File: config.mk
export PLATFORM = sky130hd
export DESIGN_NAME = decimal_text_to_fixed_point
export DESIGN_NICKNAME = d
export VERILOG_FILES = /design/src/hw/rtl/dtfp_pkg.sv /design/src/hw/rtl/dtfp_lane.sv /design/src/hw/rtl/dtfp_finish.sv /design/src/hw/rtl/decimal_text_to_fixed_point.sv
export SDC_FILE = /design/constraint.sdc
export NUM_CORES = 2
export LEC_CHECK = 0
export BUFFER_PORTS_ARGS = -buffer_cell sky130_fd_sc_hd__buf_4
export CAP_MARGIN = 20
export CORE_MARGIN = 5
export CORE_UTILIZATION = 55
export DETAILED_ROUTE_END_ITERATION = 10
export HOLD_SLACK_MARGIN = 0.03
export PLACE_DENSITY = 0.74
export SYNTH_ARGS = -nofsm -noshare
export SYNTH_HDL_FRONTEND = slang
export SYNTH_SLANG_ARGS = --single-unit
File: constraint.sdc
create_clock -name clock -period 6.3 [get_ports clock]
set_input_delay 0.63 -clock clock [delete_from_list [all_inputs] [get_ports clock]]
set_output_delay 0.63 -clock clock [all_outputs]
set_load 0.01 [all_outputs]
File: src/hw/rtl/dtfp_pkg.sv
package dtfp_pkg;

   // Number of fraction digits kept in the result (2 gives hundredths).
   localparam int FRAC_DIGITS = 2;
   localparam int unsigned SCALE = 10 ** FRAC_DIGITS;
   localparam int CENTS_W = $clog2(SCALE);
   localparam int CNT_W = $clog2(FRAC_DIGITS + 2);
   localparam int WHOLE_W = 63;
   localparam int AMOUNT_W = 64;
   // whole * SCALE + fraction + round never reaches 2^(WHOLE_W + CENTS_W + 1).
   localparam int PROD_W = WHOLE_W + CENTS_W + 1;

   // Lane parse phases.
   localparam logic [1:0] PH_START = 2'd0;
   localparam logic [1:0] PH_INT   = 2'd1;
   localparam logic [1:0] PH_FRAC  = 2'd2;
   localparam logic [1:0] PH_BAD   = 2'd3;

   // Character codes.
   localparam logic [7:0] CH_DOT   = 8'h2E;
   localparam logic [7:0] CH_COMMA = 8'h2C;
   localparam logic [7:0] CH_UNDER = 8'h5F;
   localparam logic [7:0] CH_APOS  = 8'h27;
   localparam logic [7:0] CH_PLUS  = 8'h2B;
   localparam logic [7:0] CH_MINUS = 8'h2D;
   localparam logic [7:0] CH_SPACE = 8'h20;
   localparam logic [7:0] CH_TAB   = 8'h09;
   localparam logic [7:0] CH_CR    = 8'h0D;
   localparam logic [7:0] CH_LF    = 8'h0A;
   localparam logic [7:0] CH_ZERO  = 8'h30;
   localparam logic [7:0] CH_NINE  = 8'h39;

   typedef struct packed {
      logic [1:0]         phase;
      logic [WHOLE_W-1:0] whole;
      logic [CENTS_W-1:0] cents;
      logic [CNT_W-1:0]   count;
      logic               round_up;
      logic               int_seen;
      logic               frac_seen;
   } lane_state_type;

   localparam lane_state_type LANE_RESET = '{
      phase: PH_START, whole: '0, cents: '0, count: '0,
      round_up: 1'b0, int_seen: 1'b0, frac_seen: 1'b0
   };

endpackage

File: src/hw/rtl/dtfp_lane.sv
module dtfp_lane (
   input  logic                     clock,
   input  logic                     reset,
   input  logic                     char_en,
   input  logic [7:0]               char_code,
   input  logic                     dot_lane,
   input  logic                     clear,
   output dtfp_pkg::lane_state_type lane_next,
   output logic                     sign_taken
);
   import dtfp_pkg::*;

   lane_state_type state_ff, state_in;
   logic [7:0] sep;
   logic       skipped;
   logic       is_digit;
   logic [3:0] digit;
   logic [WHOLE_W+3:0] whole_x10;
   logic [CENTS_W+3:0] cents_x10;

   assign sep      = dot_lane ? CH_DOT : CH_COMMA;
   assign skipped  = (char_code == CH_SPACE) || (char_code == CH_TAB) ||
                     (char_code == CH_CR) || (char_code == CH_LF) ||
                     (char_code == CH_UNDER) || (char_code == CH_APOS) ||
                     (dot_lane && char_code == CH_COMMA);
   assign is_digit = (char_code >= CH_ZERO) && (char_code <= CH_NINE);
   assign digit    = 4'(char_code - CH_ZERO);
   assign whole_x10 = (WHOLE_W+4)'(state_ff.whole) * (WHOLE_W+4)'(10)
                      + (WHOLE_W+4)'(digit);
   assign cents_x10 = (CENTS_W+4)'(state_ff.cents) * (CENTS_W+4)'(10)
                      + (CENTS_W+4)'(digit);

   always_comb begin
      lane_next  = state_ff;
      sign_taken = 1'b0;
      if (char_en && !skipped && state_ff.phase != PH_BAD) begin
         if (is_digit) begin
            if (state_ff.phase == PH_FRAC) begin
               if (state_ff.count < CNT_W'(FRAC_DIGITS)) begin
                  lane_next.cents = cents_x10[CENTS_W-1:0];
                  lane_next.count = state_ff.count + 1'b1;
               end else if (state_ff.count == CNT_W'(FRAC_DIGITS)) begin
                  lane_next.round_up = (digit >= 4'd5);
                  lane_next.count    = state_ff.count + 1'b1;
               end
               lane_next.frac_seen = 1'b1;
            end else if (whole_x10[WHOLE_W+3:WHOLE_W] != '0) begin
               // Whole units would pass the largest signed 64-bit value.
               lane_next.phase = PH_BAD;
            end else begin
               lane_next.whole    = whole_x10[WHOLE_W-1:0];
               lane_next.int_seen = 1'b1;
               lane_next.phase    = PH_INT;
            end
         end else if (char_code == CH_PLUS || char_code == CH_MINUS) begin
            if (state_ff.phase == PH_START) begin
               lane_next.phase = PH_INT;
               sign_taken      = 1'b1;
            end else begin
               lane_next.phase = PH_BAD;
            end
         end else if (char_code == sep && state_ff.phase != PH_FRAC) begin
            lane_next.phase = PH_FRAC;
         end else begin
            lane_next.phase = PH_BAD;
         end
      end
   end

   assign state_in = clear ? LANE_RESET : lane_next;

   always_ff @(posedge clock) begin
      if (reset) begin
         state_ff <= LANE_RESET;
      end else begin
         state_ff <= state_in;
      end
   end

   assert property (@(posedge clock) disable iff (reset)
      $past(clear) |-> (state_ff.phase == PH_START && !state_ff.int_seen
                        && !state_ff.frac_seen))
      else $error("lane state not cleared after end of text");

   assert property (@(posedge clock) disable iff (reset)
      state_ff.round_up |-> (state_ff.count > CNT_W'(FRAC_DIGITS)))
      else $error("round flag set before all kept fraction digits");

   assert property (@(posedge clock) disable iff (reset)
      state_ff.frac_seen |-> (state_ff.phase == PH_FRAC || state_ff.phase == PH_BAD))
      else $error("fraction digit seen outside fraction part");

endmodule

File: src/hw/rtl/dtfp_finish.sv
module dtfp_finish (
   input  logic                     clock,
   input  logic                     reset,
   input  logic                     take_valid,
   input  dtfp_pkg::lane_state_type take_lane,
   input  logic                     take_negative,
   output logic                     take_ready,
   output logic                     rsp_valid,
   input  logic                     rsp_ready,
   output logic [63:0]              rsp_amount,
   output logic                     rsp_ok
);
   import dtfp_pkg::*;

   function automatic logic [CENTS_W-1:0] pad_frac(input logic [CENTS_W-1:0] cents,
                                                    input logic [CNT_W-1:0] count);
      logic [CENTS_W-1:0] v;
      logic [CNT_W-1:0]   cnt;
      v   = cents;
      cnt = (count > CNT_W'(FRAC_DIGITS)) ? CNT_W'(FRAC_DIGITS) : count;
      for (int i = 0; i < FRAC_DIGITS; i++) begin
         if (i >= int'(cnt)) begin
            v = CENTS_W'(v * CENTS_W'(10));
         end
      end
      return v;
   endfunction

   // Stage A: snapshot of the chosen lane.
   logic           a_valid_ff, a_valid_in;
   lane_state_type a_lane_ff, a_lane_in;
   logic           a_neg_ff, a_neg_in;
   // Stage B: scaled total.
   logic              b_valid_ff, b_valid_in;
   logic [PROD_W-1:0] b_total_ff, b_total_in;
   logic              b_good_ff, b_good_in;
   logic              b_neg_ff, b_neg_in;
   // Result register.
   logic                rsp_valid_ff, rsp_valid_in;
   logic [AMOUNT_W-1:0] rsp_amount_ff, rsp_amount_in;
   logic                rsp_ok_ff, rsp_ok_in;

   logic rsp_slot, b_ready, a_ready;
   logic ok;
   logic [AMOUNT_W-1:0] mag;

   assign rsp_slot   = !rsp_valid_ff || rsp_ready;
   assign b_ready    = !b_valid_ff || rsp_slot;
   assign a_ready    = !a_valid_ff || b_ready;
   assign take_ready = a_ready;

   assign a_valid_in = a_ready ? take_valid : a_valid_ff;
   assign a_lane_in  = a_ready ? take_lane : a_lane_ff;
   assign a_neg_in   = a_ready ? take_negative : a_neg_ff;

   assign b_valid_in = b_ready ? a_valid_ff : b_valid_ff;
   assign b_total_in = b_ready ?
      (PROD_W'(a_lane_ff.whole) * PROD_W'(SCALE)
       + PROD_W'(pad_frac(a_lane_ff.cents, a_lane_ff.count))
       + PROD_W'(a_lane_ff.round_up)) : b_total_ff;
   assign b_good_in  = b_ready ?
      (a_lane_ff.phase != PH_BAD && (a_lane_ff.int_seen || a_lane_ff.frac_seen))
      : b_good_ff;
   assign b_neg_in   = b_ready ? a_neg_ff : b_neg_ff;

   // The total fits only if nothing stands above the 63 magnitude bits.
   assign ok  = b_good_ff && (b_total_ff[PROD_W-1:WHOLE_W] == '0);
   assign mag = ok ? {1'b0, b_total_ff[WHOLE_W-1:0]} : '0;

   assign rsp_valid_in  = rsp_slot ? b_valid_ff : rsp_valid_ff;
   assign rsp_amount_in = rsp_slot ? (b_neg_ff ? (~mag + 1'b1) : mag) : rsp_amount_ff;
   assign rsp_ok_in     = rsp_slot ? ok : rsp_ok_ff;

   always_ff @(posedge clock) begin
      if (reset) begin
         a_valid_ff   <= 1'b0;
         b_valid_ff   <= 1'b0;
         rsp_valid_ff <= 1'b0;
      end else begin
         a_valid_ff   <= a_valid_in;
         b_valid_ff   <= b_valid_in;
         rsp_valid_ff <= rsp_valid_in;
      end
   end

   always_ff @(posedge clock) begin
      a_lane_ff     <= a_lane_in;
      a_neg_ff      <= a_neg_in;
      b_total_ff    <= b_total_in;
      b_good_ff     <= b_good_in;
      b_neg_ff      <= b_neg_in;
      rsp_amount_ff <= rsp_amount_in;
      rsp_ok_ff     <= rsp_ok_in;
   end

   assign rsp_valid  = rsp_valid_ff;
   assign rsp_amount = rsp_amount_ff;
   assign rsp_ok     = rsp_ok_ff;

   assert property (@(posedge clock) disable iff (reset)
      (b_valid_ff && !b_good_ff && rsp_slot) |=> (rsp_valid_ff && !rsp_ok_ff))
      else $error("malformed text produced an ok result");

   assert property (@(posedge clock) disable iff (reset)
      (a_valid_ff && b_ready) |=> b_valid_ff)
      else $error("snapshot lost between stages");

   assert property (@(posedge clock) disable iff (reset)
      !take_ready |-> (a_valid_ff && b_valid_ff && rsp_valid_ff))
      else $error("stall with an empty stage");

endmodule

File: src/hw/rtl/decimal_text_to_fixed_point.sv
// The result of a text passes through stage A, stage B and the result register
// after the edge that accepts its last item. Texts may follow back to back.
// Throughput: one character item per cycle while req_tready is high.
// Three registered slots after the lanes absorb results while the output stalls.
// Reset is synchronous and active high; it clears both lanes and all valid bits.
//
// Each character goes through two parser lanes at once. Lane zero treats '.'
// as the decimal separator and skips commas; lane one treats ',' as the
// separator. When the last item of a text arrives, the lane state after that
// item is taken: lane zero if the text held any '.', lane one otherwise, and
// both lanes return to their start state. The finish path scales the whole
// units, adds the padded fraction and the half-up rounding, checks the total
// against the signed 64-bit range and applies the sign.
module decimal_text_to_fixed_point (
   input  logic        clock,
   input  logic        reset,
   input  logic        req_tvalid,
   output logic        req_tready,
   input  logic [7:0]  req_tdata,   // [7:0] char_code
   input  logic [0:0]  req_tuser,   // [0] char_present
   input  logic        req_tlast,   // end_of_text
   output logic        rsp_tvalid,
   input  logic        rsp_tready,
   output logic [63:0] rsp_tdata,   // [63:0] amount_hundredths
   output logic [0:0]  rsp_tuser    // [0] parse_ok
);
   import dtfp_pkg::*;

   logic accept;
   logic char_en;
   logic text_end;
   logic take_ready;

   logic dot_seen_ff, dot_seen_in, dot_next;
   logic is_negative_ff, is_negative_in, neg_next;

   lane_state_type lane0_next, lane1_next;
   logic           sign0_taken, sign1_taken;
   logic           rsp_ok;

   assign req_tready = take_ready;
   assign accept     = req_tvalid && req_tready;
   assign char_en    = accept && req_tuser[0];
   assign text_end   = accept && req_tlast;

   // A '.' anywhere decides for lane zero; the sign comes from lane zero only.
   assign dot_next = dot_seen_ff || (char_en && req_tdata == CH_DOT);
   assign neg_next = sign0_taken ? (req_tdata == CH_MINUS) : is_negative_ff;

   assign dot_seen_in    = text_end ? 1'b0 : dot_next;
   assign is_negative_in = text_end ? 1'b0 : neg_next;

   always_ff @(posedge clock) begin
      if (reset) begin
         dot_seen_ff    <= 1'b0;
         is_negative_ff <= 1'b0;
      end else begin
         dot_seen_ff    <= dot_seen_in;
         is_negative_ff <= is_negative_in;
      end
   end

   dtfp_lane u_lane_dot (
      .clock      (clock),
      .reset      (reset),
      .char_en    (char_en),
      .char_code  (req_tdata),
      .dot_lane   (1'b1),
      .clear      (text_end),
      .lane_next  (lane0_next),
      .sign_taken (sign0_taken)
   );

   // Lane one's sign acceptance is not used; the sign is lane zero's.
   dtfp_lane u_lane_comma (
      .clock      (clock),
      .reset      (reset),
      .char_en    (char_en),
      .char_code  (req_tdata),
      .dot_lane   (1'b0),
      .clear      (text_end),
      .lane_next  (lane1_next),
      .sign_taken (sign1_taken)
   );

   dtfp_finish u_finish (
      .clock         (clock),
      .reset         (reset),
      .take_valid    (text_end),
      .take_lane     (dot_next ? lane0_next : lane1_next),
      .take_negative (neg_next),
      .take_ready    (take_ready),
      .rsp_valid     (rsp_tvalid),
      .rsp_ready     (rsp_tready),
      .rsp_amount    (rsp_tdata),
      .rsp_ok        (rsp_ok)
   );

   assign rsp_tuser = rsp_ok;

   assert property (@(posedge clock) disable iff (reset)
      (rsp_tvalid && !rsp_tuser[0]) |-> (rsp_tdata == 64'd0))
      else $error("invalid result with nonzero amount");

   assert property (@(posedge clock) disable iff (reset)
      rsp_tvalid |-> (rsp_tdata != 64'h8000_0000_0000_0000))
      else $error("amount outside the symmetric range");

   assert property (@(posedge clock) disable iff (reset)
      text_end |=> (!dot_seen_ff && !is_negative_ff))
      else $error("text flags not cleared after end of text");

   assert property (@(posedge clock) disable iff (reset)
      (char_en && sign1_taken) |-> (lane1_next.phase == PH_INT))
      else $error("lane one took a sign without entering the integer part");

endmodule
==> run metrics <==
Crit-path slowest cell=ha_1; initial antenna violation count=2; Worst VDD drop=0.1770 mV; Crit path arrival time=between 6000 and 7000 ps; Seq/Total Area, Yosys=0.2496; Hold Crit Class=input port to flop; global-route wire length before repair=171.2 mm; Hold Vio Cnt, Final=0; Num CTS Buffers=41; CP Launch Type=flop; Max Clock Freq=around 160 MHz; Clock Sinks=around 380; Syn Nets=5094; CP Cell Sequence=ha_1 -> ha_1 -> and4_1 -> nor4b_1 -> a211oi_1 -> buf_4 -> o41ai_2 -> buf_4 -> xor2_1 -> and4_1 -> and4_1 -> nor4b_2 -> nand3_1 -> nor4_2 -> o221ai_4 -> buf_12 -> buf_4 -> mux2i_1 -> mux2i_2; IO Count=81; Total GRT Usage=0.2765; worst setup path category=flop to flop; min Tclk post-route=just over 6000 ps; top cells by area, synth=edfxtp_1 17%, ha_1 15%, dfxtp_1 8.2%, mux2i_1 5.5%, xnor2_1 4.9%; Cell variety after synth=approximately 110; area growth from synthesis to layout=9.809%; via density per instance=~6; pin slew with the least headroom to its limit=approximately 940 ps; Yosys warnings=0; Primary FF master, synth=edfxtp_1; synthesized area=0.03874 mm²; cells after synthesis=4539; DRC Markers=0; Syn Area/Cell=between 8 and 9 µm²; Root Driver=clkbuf_16; critical path endpoint category=flop; Top delay family on crit path=simple AND/OR/NAND/NOR gates; DP Worst Slack=189.1 ps; Reg2Reg Depth=19; Worst Skew=approximately 30 ps; dpl hpwl=just under 90 mm; Worst path depth=19; Buffers on Ports=80; DRT iter0 DRCs=approximately 2.5k; Slew headroom=0.3718; cell taking the most area after synthesis=edfxtp_1; top cell type's share of synthesized area=0.1674; Max Cap Viol=0; total gr overflow=0; worst path required time=approximately 6600 ps; end of the critical path=u_finish.a_lane_ff[15]$_DFFE_PN_; most frequent cells after synthesis=473 x ha_1, 451 x nor2_1, 348 x inv_1; layout cells sized above 1=0.08893; Final #Nets=5211; vias in the first global route=approximately 33k; EDFF count, synth=216; CP bufs+invs=4; Post-Route WL=107.1 mm; die height=275.4 µm; clk_lat worst skew=590 ps; worst reg2reg startpoint=u_lane_comma.state_ff[26]$_SDFF_PP0_; number of slew-limit violations in the final report=0; largest fanout on the critical path=23; Die W=275.4 µm; final period utilization=0.9767; Post-Route Utilization=0.6085; Initial Utilization=0.5541; setup ws final=around 150 ps; setup slack, reg-to-reg=150 ps; clock slew at reported path FFs=70 ps; crit path launch=u_lane_comma.state_ff[26]$_SDFF_PP0_; ys async rst share=0; Max stage delay on crit path=490 ps; final setup vio count=0; Detailed Routing Iterations Pass 1=6; H-tree levels=2; WL/cell=between 15 and 20 µm; # rows=97; power per cell area=118.3 mW/mm²; r2r endpoint=u_finish.a_lane_ff[15]$_DFFE_PN_; #FFs+latches synth=between 300 and 400; full die area=between 0.07 and 0.08 mm²; hold slack=277.6 ps; total leakage power=20.61 nW; largest net degree at the start of global routing=86; most numerous cell in the Yosys netlist=ha_1; outcome=finished clean; CTS tree=yes; Max Buffers Root-to-Sink=3; Final ANT Viol Nets=0; Vias=33.84k; hold buffer count at cts=0; Tot Pwr=5.032 mW; core box area=about 0.070 mm²; GP Congestion=slightly above 1
[layout by cell type, fill, tap and decap left out, types with 100 or more instances in the layout]
cell type and n:
buf_4 232, ha_1 473, a21oi_1 304, inv_1 347
xnor2_1 216, a21o_1 100, xor2_1 150, edfxtp_1 216
nand2_1 332, dfxtp_1 159, mux2i_1 210, nor2_1 451
nor3_1 120, o21ai_0 183, nand4_1 100
[registers in the layout (all words and copies together), names as in the netlist]
name,cells
u_lane_comma.state_ff,77
is_negative_ff,1
u_lane_dot.state_ff,77
u_finish.b_good_ff,1
u_finish.rsp_ok,1
u_finish.rsp_valid,1
u_finish.b_neg_ff,1
u_finish.a_lane_ff,77
u_finish.a_neg_ff,1
u_finish.rsp_amount,64
u_finish.b_valid_ff,1
u_finish.a_valid_ff,1
dot_seen_ff,1
u_finish.b_total_ff,71
[kinds of logic after synthesis]
family                     after synthesis  synth area share
AOI/OAI and AO/OA                     1017            0.1731
buffers and inverters                  513           0.05274
and+or+nand+nor                       1500            0.1948
muxes                                  226           0.05882
DFF                                    375            0.2496
adders and majority gates              541            0.1879
xor gates and xnor gates               367           0.08298
[power by group]
group | internal (mW) | leakage [nW] | total, mW | switching [mW]
clock network | 1.31 | 0.634 | 2.33 | 1.02
registers | 2.58 | 3.94 | 2.58 | 0.00788
logic | 0.0398 | 16.0 | 0.115 | 0.0757
[cell type report]
cell class	count	area (µm²)
clock buffers	47	1069
clock inverters	29	236.5
inverters	349	1310
well taps	940	1176
fillers	6250	27370
repair buffers	238	1862
diodes	1	2.502
multi-input cells	3651	27210
flip-flops and latches	375	9669
[worst min path at each step]
stage,end,cells after the start,from,slack (ps)
finish,u_finish.b_valid_ff$_SDFFE_PP0P_,2,reset,280
global route,u_finish.b_valid_ff$_SDFFE_PP0P_,2,reset,250
CTS,u_finish.b_valid_ff$_SDFFE_PP0P_,2,reset,250
detailed placement,u_lane_dot.state_ff[1]$_SDFF_PP0_,2,u_lane_dot.state_ff[1]$_SDFF_PP0_,440
global placement,u_lane_dot.state_ff[1]$_SDFF_PP0_,2,u_lane_dot.state_ff[1]$_SDFF_PP0_,440
floorplan,u_finish.b_neg_ff$_DFFE_PP_,0,u_finish.a_neg_ff$_DFFE_PN_,400
[timing repair]
action                                  CTS  global route
endpoints found under the setup margin    0            61
buffers inserted                          0             1
resized for setup                         0            24
[per-layer routing]
layer | up-vias | GRT usage | share of wire
met3 | 181 | 0.02747 | 0.053
li1 | 16740 | - | -
met2 | 956 | 0.4634 | 0.46
met1 | 15970 | 0.3770 | 0.45
met5 | - | 0 | 0
met4 | 0 | 0.09008 | 0.035
[metrics by stage]
stage	instances	TNS, ps	area (µm²)
finish	5630	0	42540
global route	5629	-7.842	42530
CTS	5628	0	42390
detailed placement	5552	0	41080
global placement	5552	0	41080
floorplan	4539	0	38740
(Power assumes the default switching activity.)
